<file path="src/rtl/core/icmap_pkg.sv">
package icmap_pkg;

    // input item kinds, carried in tuser bit 0
    localparam logic CMD_MEASURE = 1'b0;
    localparam logic CMD_COLOR   = 1'b1;

    // configuration port
    localparam int CFG_ADDR_W = 3;
    localparam int CFG_DATA_W = 24;

    localparam logic [CFG_ADDR_W-1:0] REG_RAINBOW_MODE   = 3'd0;
    localparam logic [CFG_ADDR_W-1:0] REG_INVERT_RAINBOW = 3'd1;
    localparam logic [CFG_ADDR_W-1:0] REG_AUTO_BOUNDS    = 3'd2;
    localparam logic [CFG_ADDR_W-1:0] REG_LOW_BOUND      = 3'd3;
    localparam logic [CFG_ADDR_W-1:0] REG_HIGH_BOUND     = 3'd4;
    localparam logic [CFG_ADDR_W-1:0] REG_LOW_COLOR      = 3'd5;
    localparam logic [CFG_ADDR_W-1:0] REG_HIGH_COLOR     = 3'd6;

    localparam int BOUND_W = 24;
    localparam int COLOR_W = 24;
    localparam int CHAN_W  = 8;

    localparam logic signed [BOUND_W-1:0] LOW_BOUND_RST  = 24'sd0;
    localparam logic signed [BOUND_W-1:0] HIGH_BOUND_RST = 24'sd1048576;
    localparam logic [COLOR_W-1:0]        LOW_COLOR_RST  = 24'h000000;
    localparam logic [COLOR_W-1:0]        HIGH_COLOR_RST = 24'hFFFFFF;

    // normalized value q in unsigned Q16, 1.0 is 65536
    localparam int Q_FRAC_BITS = 16;
    localparam int Q_W         = Q_FRAC_BITS + 1;
    localparam logic [Q_W-1:0] Q_ONE = 17'd65536;
    localparam int DIV_CNT_W   = $clog2(Q_FRAC_BITS);

    typedef enum logic [2:0] {
        ST_IDLE,
        ST_SETUP,
        ST_PREP,
        ST_DIVIDE,
        ST_COLOR
    } icmap_state_t;

    typedef struct packed {
        logic measure;   // measure item accepted
        logic load;      // color item accepted, latch sample
        logic setup;     // form numerator and denominator
        logic prep;      // magnitudes, flags, divider init
        logic div_step;  // one quotient bit
        logic emit;      // load output register
    } icmap_cmd_t;

    typedef struct packed {
        logic out_free;  // output register can take a new item
    } icmap_status_t;

endpackage

</file>
<file path="src/rtl/core/intensity_to_color_map.sv">
// color item: latched on acceptance, then ST_SETUP, ST_PREP, the 16-step restoring
// divider loop in ST_DIVIDE and ST_COLOR; no new item is taken until back in ST_IDLE
// measure item: no result, the next item can be taken in the following cycle
// a waiting result holds the next color result in ST_COLOR, where no item is accepted
// rst_n is asynchronous active low: configuration returns to defaults, running
// bounds to most positive / most negative sample, output register empties
module intensity_to_color_map
    import icmap_pkg::*;
#(
    parameter int SAMPLE_WIDTH = 24
)
(
    input  logic                          clk,
    input  logic                          rst_n,
    input  logic                          cfg_wr_en,
    input  logic [CFG_ADDR_W-1:0]         cfg_addr,
    input  logic [CFG_DATA_W-1:0]         cfg_wdata,
    input  logic                          s_axis_tvalid,
    output logic                          s_axis_tready,
    input  logic [((SAMPLE_WIDTH+7)/8)*8-1:0] s_axis_tdata,  // intensity
    input  logic [1:0]                    s_axis_tuser,  // cmd, first
    output logic                          m_axis_tvalid,
    input  logic                          m_axis_tready,
    output logic [3*CHAN_W-1:0]           m_axis_tdata   // {blue, green, red}
);

    icmap_cmd_t        cmd;
    icmap_status_t     status;
    logic [CHAN_W-1:0] red, green, blue;

    icmap_ctrl u_ctrl (
        .clk      (clk),
        .rst_n    (rst_n),
        .in_valid (s_axis_tvalid),
        .in_cmd   (s_axis_tuser[0]),
        .in_ready (s_axis_tready),
        .status   (status),
        .cmd      (cmd)
    );

    icmap_datapath #(
        .SAMPLE_WIDTH (SAMPLE_WIDTH)
    ) u_datapath (
        .clk          (clk),
        .rst_n        (rst_n),
        .cfg_wr_en    (cfg_wr_en),
        .cfg_addr     (cfg_addr),
        .cfg_wdata    (cfg_wdata),
        .in_intensity ($signed(s_axis_tdata[SAMPLE_WIDTH-1:0])),
        .in_first     (s_axis_tuser[1]),
        .cmd          (cmd),
        .status       (status),
        .out_valid    (m_axis_tvalid),
        .out_ready    (m_axis_tready),
        .out_red      (red),
        .out_green    (green),
        .out_blue     (blue)
    );

    assign m_axis_tdata = {blue, green, red};

endmodule

</file>
<file path="src/rtl/core/icmap_ctrl.sv">
module icmap_ctrl
    import icmap_pkg::*;
(
    input  logic          clk,
    input  logic          rst_n,
    input  logic          in_valid,
    input  logic          in_cmd,
    output logic          in_ready,
    input  icmap_status_t status,
    output icmap_cmd_t    cmd
);

    icmap_state_t           state_reg, state_next;
    logic [DIV_CNT_W-1:0]   div_cnt_reg, div_cnt_next;
    logic                   accept;
    logic                   div_last;

    assign accept   = in_valid && (state_reg == ST_IDLE);
    assign div_last = (div_cnt_reg == DIV_CNT_W'(Q_FRAC_BITS - 1));

    always_ff @(posedge clk or negedge rst_n)
    begin
        if (!rst_n)
        begin
            state_reg   <= ST_IDLE;
            div_cnt_reg <= '0;
        end
        else
        begin
            state_reg   <= state_next;
            div_cnt_reg <= div_cnt_next;
        end
    end

    always_comb
    begin
        state_next = state_reg;
        unique case (state_reg)
            ST_IDLE:
            begin
                if (accept && (in_cmd == CMD_COLOR))
                    state_next = ST_SETUP;
            end
            ST_SETUP:  state_next = ST_PREP;
            ST_PREP:   state_next = ST_DIVIDE;
            ST_DIVIDE:
            begin
                if (div_last)
                    state_next = ST_COLOR;
            end
            ST_COLOR:
            begin
                if (status.out_free)
                    state_next = ST_IDLE;
            end
            default:   state_next = ST_IDLE;
        endcase
    end

    always_comb
    begin
        in_ready     = 1'b0;
        cmd          = '0;
        div_cnt_next = '0;
        unique case (state_reg)
            ST_IDLE:
            begin
                in_ready     = 1'b1;
                cmd.measure  = accept && (in_cmd == CMD_MEASURE);
                cmd.load     = accept && (in_cmd == CMD_COLOR);
            end
            ST_SETUP:  cmd.setup = 1'b1;
            ST_PREP:   cmd.prep  = 1'b1;
            ST_DIVIDE:
            begin
                cmd.div_step = 1'b1;
                div_cnt_next = div_cnt_reg + DIV_CNT_W'(1);
            end
            ST_COLOR:  cmd.emit = status.out_free;
            default:   cmd = '0;
        endcase
    end

endmodule

</file>
<file path="src/rtl/core/icmap_datapath.sv">
module icmap_datapath
    import icmap_pkg::*;
#(
    parameter int SAMPLE_WIDTH = 24
)
(
    input  logic                           clk,
    input  logic                           rst_n,
    input  logic                           cfg_wr_en,
    input  logic [CFG_ADDR_W-1:0]          cfg_addr,
    input  logic [CFG_DATA_W-1:0]          cfg_wdata,
    input  logic signed [SAMPLE_WIDTH-1:0] in_intensity,
    input  logic                           in_first,
    input  icmap_cmd_t                     cmd,
    output icmap_status_t                  status,
    output logic                           out_valid,
    input  logic                           out_ready,
    output logic [CHAN_W-1:0]              out_red,
    output logic [CHAN_W-1:0]              out_green,
    output logic [CHAN_W-1:0]              out_blue
);

    localparam int LW = (SAMPLE_WIDTH > BOUND_W) ? SAMPLE_WIDTH : BOUND_W;
    localparam int DW = LW + 1;

    localparam logic signed [SAMPLE_WIDTH-1:0] SAMPLE_MAX = {1'b0, {(SAMPLE_WIDTH-1){1'b1}}};
    localparam logic signed [SAMPLE_WIDTH-1:0] SAMPLE_MIN = {1'b1, {(SAMPLE_WIDTH-1){1'b0}}};

    // configuration
    logic                       rainbow_mode_reg;
    logic                       invert_rainbow_reg;
    logic                       auto_bounds_reg;
    logic signed [BOUND_W-1:0]  low_bound_reg;
    logic signed [BOUND_W-1:0]  high_bound_reg;
    logic [COLOR_W-1:0]         low_color_reg;
    logic [COLOR_W-1:0]         high_color_reg;

    logic signed [SAMPLE_WIDTH-1:0] running_min_reg;
    logic signed [SAMPLE_WIDTH-1:0] running_max_reg;

    logic signed [SAMPLE_WIDTH-1:0] sample_reg;
    logic signed [DW-1:0]           num_reg;
    logic signed [DW-1:0]           den_reg;
    logic [DW-1:0]                  rem_reg;
    logic [DW-1:0]                  dsr_reg;
    logic [Q_FRAC_BITS-1:0]         quot_reg;
    logic                           zero_reg;
    logic                           sat_reg;

    logic                           out_valid_reg;
    logic [CHAN_W-1:0]              red_reg, green_reg, blue_reg;

    always_ff @(posedge clk or negedge rst_n)
    begin
        if (!rst_n)
        begin
            rainbow_mode_reg   <= 1'b1;
            invert_rainbow_reg <= 1'b0;
            auto_bounds_reg    <= 1'b1;
            low_bound_reg      <= LOW_BOUND_RST;
            high_bound_reg     <= HIGH_BOUND_RST;
            low_color_reg      <= LOW_COLOR_RST;
            high_color_reg     <= HIGH_COLOR_RST;
        end
        else if (cfg_wr_en)
        begin
            unique case (cfg_addr)
                REG_RAINBOW_MODE:   rainbow_mode_reg   <= cfg_wdata[0];
                REG_INVERT_RAINBOW: invert_rainbow_reg <= cfg_wdata[0];
                REG_AUTO_BOUNDS:    auto_bounds_reg    <= cfg_wdata[0];
                REG_LOW_BOUND:      low_bound_reg      <= $signed(cfg_wdata[BOUND_W-1:0]);
                REG_HIGH_BOUND:     high_bound_reg     <= $signed(cfg_wdata[BOUND_W-1:0]);
                REG_LOW_COLOR:      low_color_reg      <= cfg_wdata[COLOR_W-1:0];
                REG_HIGH_COLOR:     high_color_reg     <= cfg_wdata[COLOR_W-1:0];
                default: ;
            endcase
        end
    end

    // running bounds
    always_ff @(posedge clk or negedge rst_n)
    begin
        if (!rst_n)
        begin
            running_min_reg <= SAMPLE_MAX;
            running_max_reg <= SAMPLE_MIN;
        end
        else if (cmd.measure)
        begin
            if (in_first)
            begin
                running_min_reg <= in_intensity;
                running_max_reg <= in_intensity;
            end
            else
            begin
                if (in_intensity < running_min_reg)
                    running_min_reg <= in_intensity;
                if (in_intensity > running_max_reg)
                    running_max_reg <= in_intensity;
            end
        end
    end

    // normalization front end
    logic signed [DW-1:0] v_ext, lo_ext, hi_ext;
    logic [DW-1:0]        num_mag, den_mag;
    logic [DW:0]          rem_dbl;
    logic                 rem_ge;
    logic [DW:0]          rem_sub;

    always_comb
    begin
        v_ext   = DW'(sample_reg);
        lo_ext  = auto_bounds_reg ? DW'(running_min_reg) : DW'(low_bound_reg);
        hi_ext  = auto_bounds_reg ? DW'(running_max_reg) : DW'(high_bound_reg);
        num_mag = num_reg[DW-1] ? DW'(-num_reg) : DW'(num_reg);
        den_mag = den_reg[DW-1] ? DW'(-den_reg) : DW'(den_reg);
        rem_dbl = {rem_reg, 1'b0};
        rem_ge  = (rem_dbl >= {1'b0, dsr_reg});
        rem_sub = rem_dbl - {1'b0, dsr_reg};
    end

    always_ff @(posedge clk)
    begin
        if (cmd.load)
            sample_reg <= in_intensity;
        if (cmd.setup)
        begin
            num_reg <= v_ext - lo_ext;
            den_reg <= hi_ext - lo_ext;
        end
        if (cmd.prep)
        begin
            // signs differ or either side zero: quotient clamps to zero
            zero_reg <= (den_reg == '0) || (num_reg == '0) ||
                        (num_reg[DW-1] != den_reg[DW-1]);
            sat_reg  <= (num_mag >= den_mag);
            rem_reg  <= num_mag;
            dsr_reg  <= den_mag;
            quot_reg <= '0;
        end
        else if (cmd.div_step)
        begin
            rem_reg  <= rem_ge ? rem_sub[DW-1:0] : rem_dbl[DW-1:0];
            quot_reg <= {quot_reg[Q_FRAC_BITS-2:0], rem_ge};
        end
    end

    // color back end
    function automatic logic [CHAN_W-1:0] to8(input logic [Q_W-1:0] c);
        logic [24:0] t;
        t = {c, 8'b0} - 25'(c);
        return t[23:16];
    endfunction

    function automatic logic [CHAN_W-1:0] blend(input logic [CHAN_W-1:0] hc,
                                                 input logic [CHAN_W-1:0] lc,
                                                 input logic [Q_W-1:0]    q);
        logic [25:0] s;
        s = 26'(hc) * 26'(q) + 26'(lc) * 26'(Q_ONE - q);
        return s[23:16];
    endfunction

    logic [Q_W-1:0]    q_val, x_val, f_val, n_val;
    logic [18:0]       h_val;
    logic [2:0]        seg;
    logic [Q_W-1:0]    rc, gc, bc;
    logic [CHAN_W-1:0] red_next, green_next, blue_next;

    always_comb
    begin
        if (zero_reg)
            q_val = '0;
        else if (sat_reg)
            q_val = Q_ONE;
        else
            q_val = {1'b0, quot_reg};

        x_val = invert_rainbow_reg ? q_val : (Q_ONE - q_val);
        h_val = ({2'b0, x_val} << 2) + {2'b0, x_val} + 19'(Q_ONE);
        seg   = h_val[18:16];
        f_val = seg[0] ? {1'b0, h_val[15:0]} : (Q_ONE - {1'b0, h_val[15:0]});
        n_val = Q_ONE - f_val;

        if (seg <= 3'd1)
        begin
            rc = n_val;  gc = '0;     bc = Q_ONE;
        end
        else if (seg == 3'd2)
        begin
            rc = '0;     gc = n_val;  bc = Q_ONE;
        end
        else if (seg == 3'd3)
        begin
            rc = '0;     gc = Q_ONE;  bc = n_val;
        end
        else if (seg == 3'd4)
        begin
            rc = n_val;  gc = Q_ONE;  bc = '0;
        end
        else
        begin
            rc = Q_ONE;  gc = n_val;  bc = '0;
        end

        if (rainbow_mode_reg)
        begin
            red_next   = to8(rc);
            green_next = to8(gc);
            blue_next  = to8(bc);
        end
        else
        begin
            red_next   = blend(high_color_reg[23:16], low_color_reg[23:16], q_val);
            green_next = blend(high_color_reg[15:8],  low_color_reg[15:8],  q_val);
            blue_next  = blend(high_color_reg[7:0],   low_color_reg[7:0],   q_val);
        end
    end

    always_ff @(posedge clk)
    begin
        if (cmd.emit)
        begin
            red_reg   <= red_next;
            green_reg <= green_next;
            blue_reg  <= blue_next;
        end
    end

    always_ff @(posedge clk or negedge rst_n)
    begin
        if (!rst_n)
            out_valid_reg <= 1'b0;
        else if (cmd.emit)
            out_valid_reg <= 1'b1;
        else if (out_ready)
            out_valid_reg <= 1'b0;
    end

    assign status.out_free = !out_valid_reg || out_ready;
    assign out_valid       = out_valid_reg;
    assign out_red         = red_reg;
    assign out_green       = green_reg;
    assign out_blue        = blue_reg;

endmodule

</file>
<file path="config.mk">
export PLATFORM = sky130hd
export DESIGN_NAME = intensity_to_color_map
export DESIGN_NICKNAME = d
export VERILOG_FILES = /design/src/rtl/core/icmap_pkg.sv /design/src/rtl/core/intensity_to_color_map.sv /design/src/rtl/core/icmap_ctrl.sv /design/src/rtl/core/icmap_datapath.sv
export SDC_FILE = /design/constraint.sdc
export NUM_CORES = 2
export LEC_CHECK = 0
export BUFFER_PORTS_ARGS = -buffer_cell sky130_fd_sc_hd__buf_2
export CORE_ASPECT_RATIO = 1.5
export CORE_MARGIN = 8
export CORE_UTILIZATION = 25
export DETAILED_ROUTE_END_ITERATION = 7
export PLACE_DENSITY = 0.43
export SETUP_SLACK_MARGIN = 0.1
export SLEW_MARGIN = 20
export SYNTH_ARGS = -nofsm -noshare
export SYNTH_HDL_FRONTEND = slang
export SYNTH_SLANG_ARGS = --single-unit
export TNS_END_PERCENT = 100
</file>
<file path="constraint.sdc">
create_clock -name clk -period 8.1 [get_ports clk]
set_input_delay 0.405 -clock clk [delete_from_list [all_inputs] [get_ports clk]]
set_output_delay 0.405 -clock clk [all_outputs]
set_load 0.02 [all_outputs]
</file>
==> impl_metrics.env <==
export IMPL_clk_pin_slew_worst_paths_ns=0.06
export IMPL_vias_per_cell=4.55
export IMPL_final_util=0.294
export IMPL_syn_inst=4979
export IMPL_grt_pass1_wl_microns=229000
export IMPL_grt_pass1_vias=38800
export IMPL_gr_total_overflow=0
export IMPL_rsz0062_at_grt="true"
export IMPL_hp_start="s_axis_tdata[10]"
export IMPL_arrival_ns=8.16
export IMPL_grt_max_degree=65
export IMPL_crit_path_top_delay_cell="fa_1"
export IMPL_finalNetCount=6416
export IMPL_io_buffer_count=83
export IMPL_min_period_ns=7.81
export IMPL_synthDistinctLibCells=87
export IMPL_synth_largest_area_cell="fa_1"
export IMPL_synth_edff_count=150
export IMPL_fin_skew_ns=0.0536
export IMPL_timing_fmax_mhz=128
export IMPL_pre_cts_slack_ns=-0.122
export IMPL_ys_seq_elements=321
export IMPL_cts_tree="done"
export IMPL_synth_area_sq_um=46900
export IMPL_critPathMaxStageDelay_ns=0.51
export IMPL_avgSynthCellArea_sq_um=9.41
export IMPL_setup_viol=0
export IMPL_syn_to_final_growth_pct=16.6
export IMPL_finalNonFillerCells=7755
export IMPL_num_vias=35300
export IMPL_grtUsageTotal=0.146
export IMPL_num_io_pins=84
export IMPL_finalWorstSetupSlack_ns=0.286
export IMPL_drt_iter0_markers=1525
export IMPL_cts_path_max_buffers=3
export IMPL_core_sq_um=186000
export IMPL_gp_congestion=0.842
export IMPL_cts_sinks=321
export IMPL_route_detailed_drc=0
export IMPL_die_height_microns=546
export IMPL_critical_path_class="reg2reg"
export IMPL_top_layer="met4"
export IMPL_root_buffer="clkbuf_16"
export IMPL_synth_area_leaders="fa_1, ha_1, edfxtp_1"
export IMPL_reg2reg_from="u_datapath.sat_reg"
export IMPL_async_reset_ff_frac=0.483
export IMPL_synth_ff_type="edfxtp_1"
export IMPL_crit_path_start_kind="flop"
export IMPL_status="finished clean"
export IMPL_fin_area_sq_um=54700
export IMPL_placed_area_sq_um=52200
export IMPL_holdPathEnd="u_datapath.sample_reg[10]"
export IMPL_cp_common_cell="fa_1"
export IMPL_dp_cells=7641
export IMPL_hold_path_class="in2reg"
export IMPL_n_fill_cell=19600
export IMPL_yosysWarnings=0
export IMPL_slew_viol_final=0
export IMPL_clock_latency_ns=0.63
export IMPL_ys_seq_area_frac=0.187
export IMPL_min_period_over_period=0.965
export IMPL_drv_cap=0
export IMPL_detail_route_antenna_nets=0
export IMPL_first_pass_iters=5
export IMPL_start_util=0.252
export IMPL_wl_met2_microns=80700
export IMPL_h_tree_depth=2
export IMPL_ff2ff_path_depth=32
export IMPL_die_x_microns=370
export IMPL_cts_buffers=43
export IMPL_rows=194
export IMPL_hold_path_depth=1
export IMPL_timing_rr_end="u_datapath.out_green[7]"
export IMPL_required_ns=8.45
export IMPL_r2r_setup_slack_ns=0.29
export IMPL_antenna_found_initial=11
export IMPL_avgRoutedWirePerCell_microns=19.0
export IMPL_wl_met3_microns=4120
export IMPL_synth_top_area_share=0.303
export IMPL_drive_gt1_frac=0.160
export IMPL_wl_met1_microns=57600
export IMPL_worst_slew_pin_slew_ns=1.03
export IMPL_dp_hpwl_microns=118000
export IMPL_crit_path_end_kind="flop"
export IMPL_timing_final_hold_violations=0
export IMPL_slew_headroom=0.314
export IMPL_dieArea_sq_um=202000
export IMPL_routed_wl_microns=147000
export IMPL_critPathMaxFanout=6
-- stage by stage --
| step | hold WS, ns | setup TNS (ns) |
|---|---|---|
| final | 0.0630 | 0 |
| after detailed placement | 0.409 | -0.402 |
| after CTS | 0.00214 | 0 |
| after global routing | 0.0202 | -0.211 |
| after global placement | 0.407 | -0.228 |
| after floorplan | 0.109 | 0 |
-- layout make-up --
type / instances / area, sq um / share of cell area
Sequential cell: 321 / 8770 / 0.160
Antenna cell: 2 / 5.00 / 0.0000916
Clock inverter: 21 / 235 / 0.00430
Timing Repair Buffer: 419 / 3140 / 0.0575
Multi-Input combinational cell: 3664 / 35100 / 0.643
Clock buffer: 58 / 1250 / 0.0228
Inverter: 820 / 3080 / 0.0563
Tap cell: 2450 / 3070 / 0.0561
-- logic make-up after synthesis --
kind of cell | share of synthesized area
other cells | 0.000160
flops | 0.187
fa+ha+maj | 0.404
buf+inv | 0.0847
xor+xnor | 0.0398
mux | 0.0496
simple gates | 0.159
compound gates | 0.0750
-- cells in the final DEF (no fill, tap or decap), types with 14 or more instances in the layout --
cell	instances
a21o_1	56
a21oi_1	112
a31oi_1	26
and2_1	250
and3_1	88
buf_2	82
buf_4	311
clkbuf_16	49
conb_1	60
dfrtp_1	104
dfstp_2	51
dfxtp_1	16
edfxtp_1	150
fa_1	708
ha_1	370
inv_1	818
mux2_2	171
mux2i_1	40
nand2_1	692
nand2b_1	40
nand3_1	43
nand4_1	31
nor2_1	175
nor2b_1	42
nor3_1	50
o21a_1	28
o21ai_0	124
o31ai_1	24
or2_2	16
or3_1	20
or4_1	14
xnor2_1	143
xor2_1	54
-- cell usage after synthesis, types with 22 or more instances --
cell type,count
or3_1,22
nor3_1,56
a21oi_1,125
a31oi_1,29
o31ai_1,25
fa_1,709
nand2_1,695
buf_1,33
nand4_1,31
and3_1,88
nand2b_1,42
mux2_2,171
o21ai_0,135
dfstp_2,51
inv_1,819
dfrtp_1,104
xnor2_1,152
o21a_1,28
nor2b_1,44
mux2i_1,40
a21o_1,56
and2_1,254
edfxtp_1,150
xor2_1,59
nor2_1,185
ha_1,380
clkbuf_1,196
nand3_1,46
-- routing by layer --
| metal | up-vias | global-route usage |
|---|---|---|
| li1 | 16400 | - |
| met5 | - | 0 |
| met3 | 168 | 0.0138 |
| met4 | 0 | 0.0436 |
| met2 | 531 | 0.283 |
| met1 | 18100 | 0.167 |
-- worst max-delay path, delay by kind of cell, from the launching register on --
kind	cells	cell delay (ns)
xor gates and xnor gates	1	0.17
adders and majority gates	7	3.27
buffers and inverters	6	0.69
AOI/OAI and AO/OA	7	1.15
and+or+nand+nor	11	1.75
DFF	1	0.47
-- worst max path at each step --
stage	startpoint	slack, ns	endpoint	cells past startpoint
after global placement	u_datapath.sat_reg	-0.14	u_datapath.out_green[7]	32
final	u_datapath.sat_reg	0.29	u_datapath.out_green[7]	32
after floorplan	u_datapath.sat_reg	0.10	u_datapath.out_red[7]	32
after detailed placement	u_datapath.sat_reg	-0.12	u_datapath.out_blue[3]	29
after CTS	u_datapath.sat_reg	0.10	u_datapath.out_red[7]	28
after global routing	u_datapath.sat_reg	-0.1	u_datapath.out_green[7]	32
-- repair_timing --
action,CTS,global route
gates resized for setup,16,121
pin swaps,7,83
hold buffers,7,0
buffers inserted,2,23
setup endpoints to repair,12,23
endpoints found under the hold margin,47,0
cloned,0,2
Power is left out: the tool's default activity adds up to more than one toggle a clock period on the data nets, which glitch-free logic cannot reach.
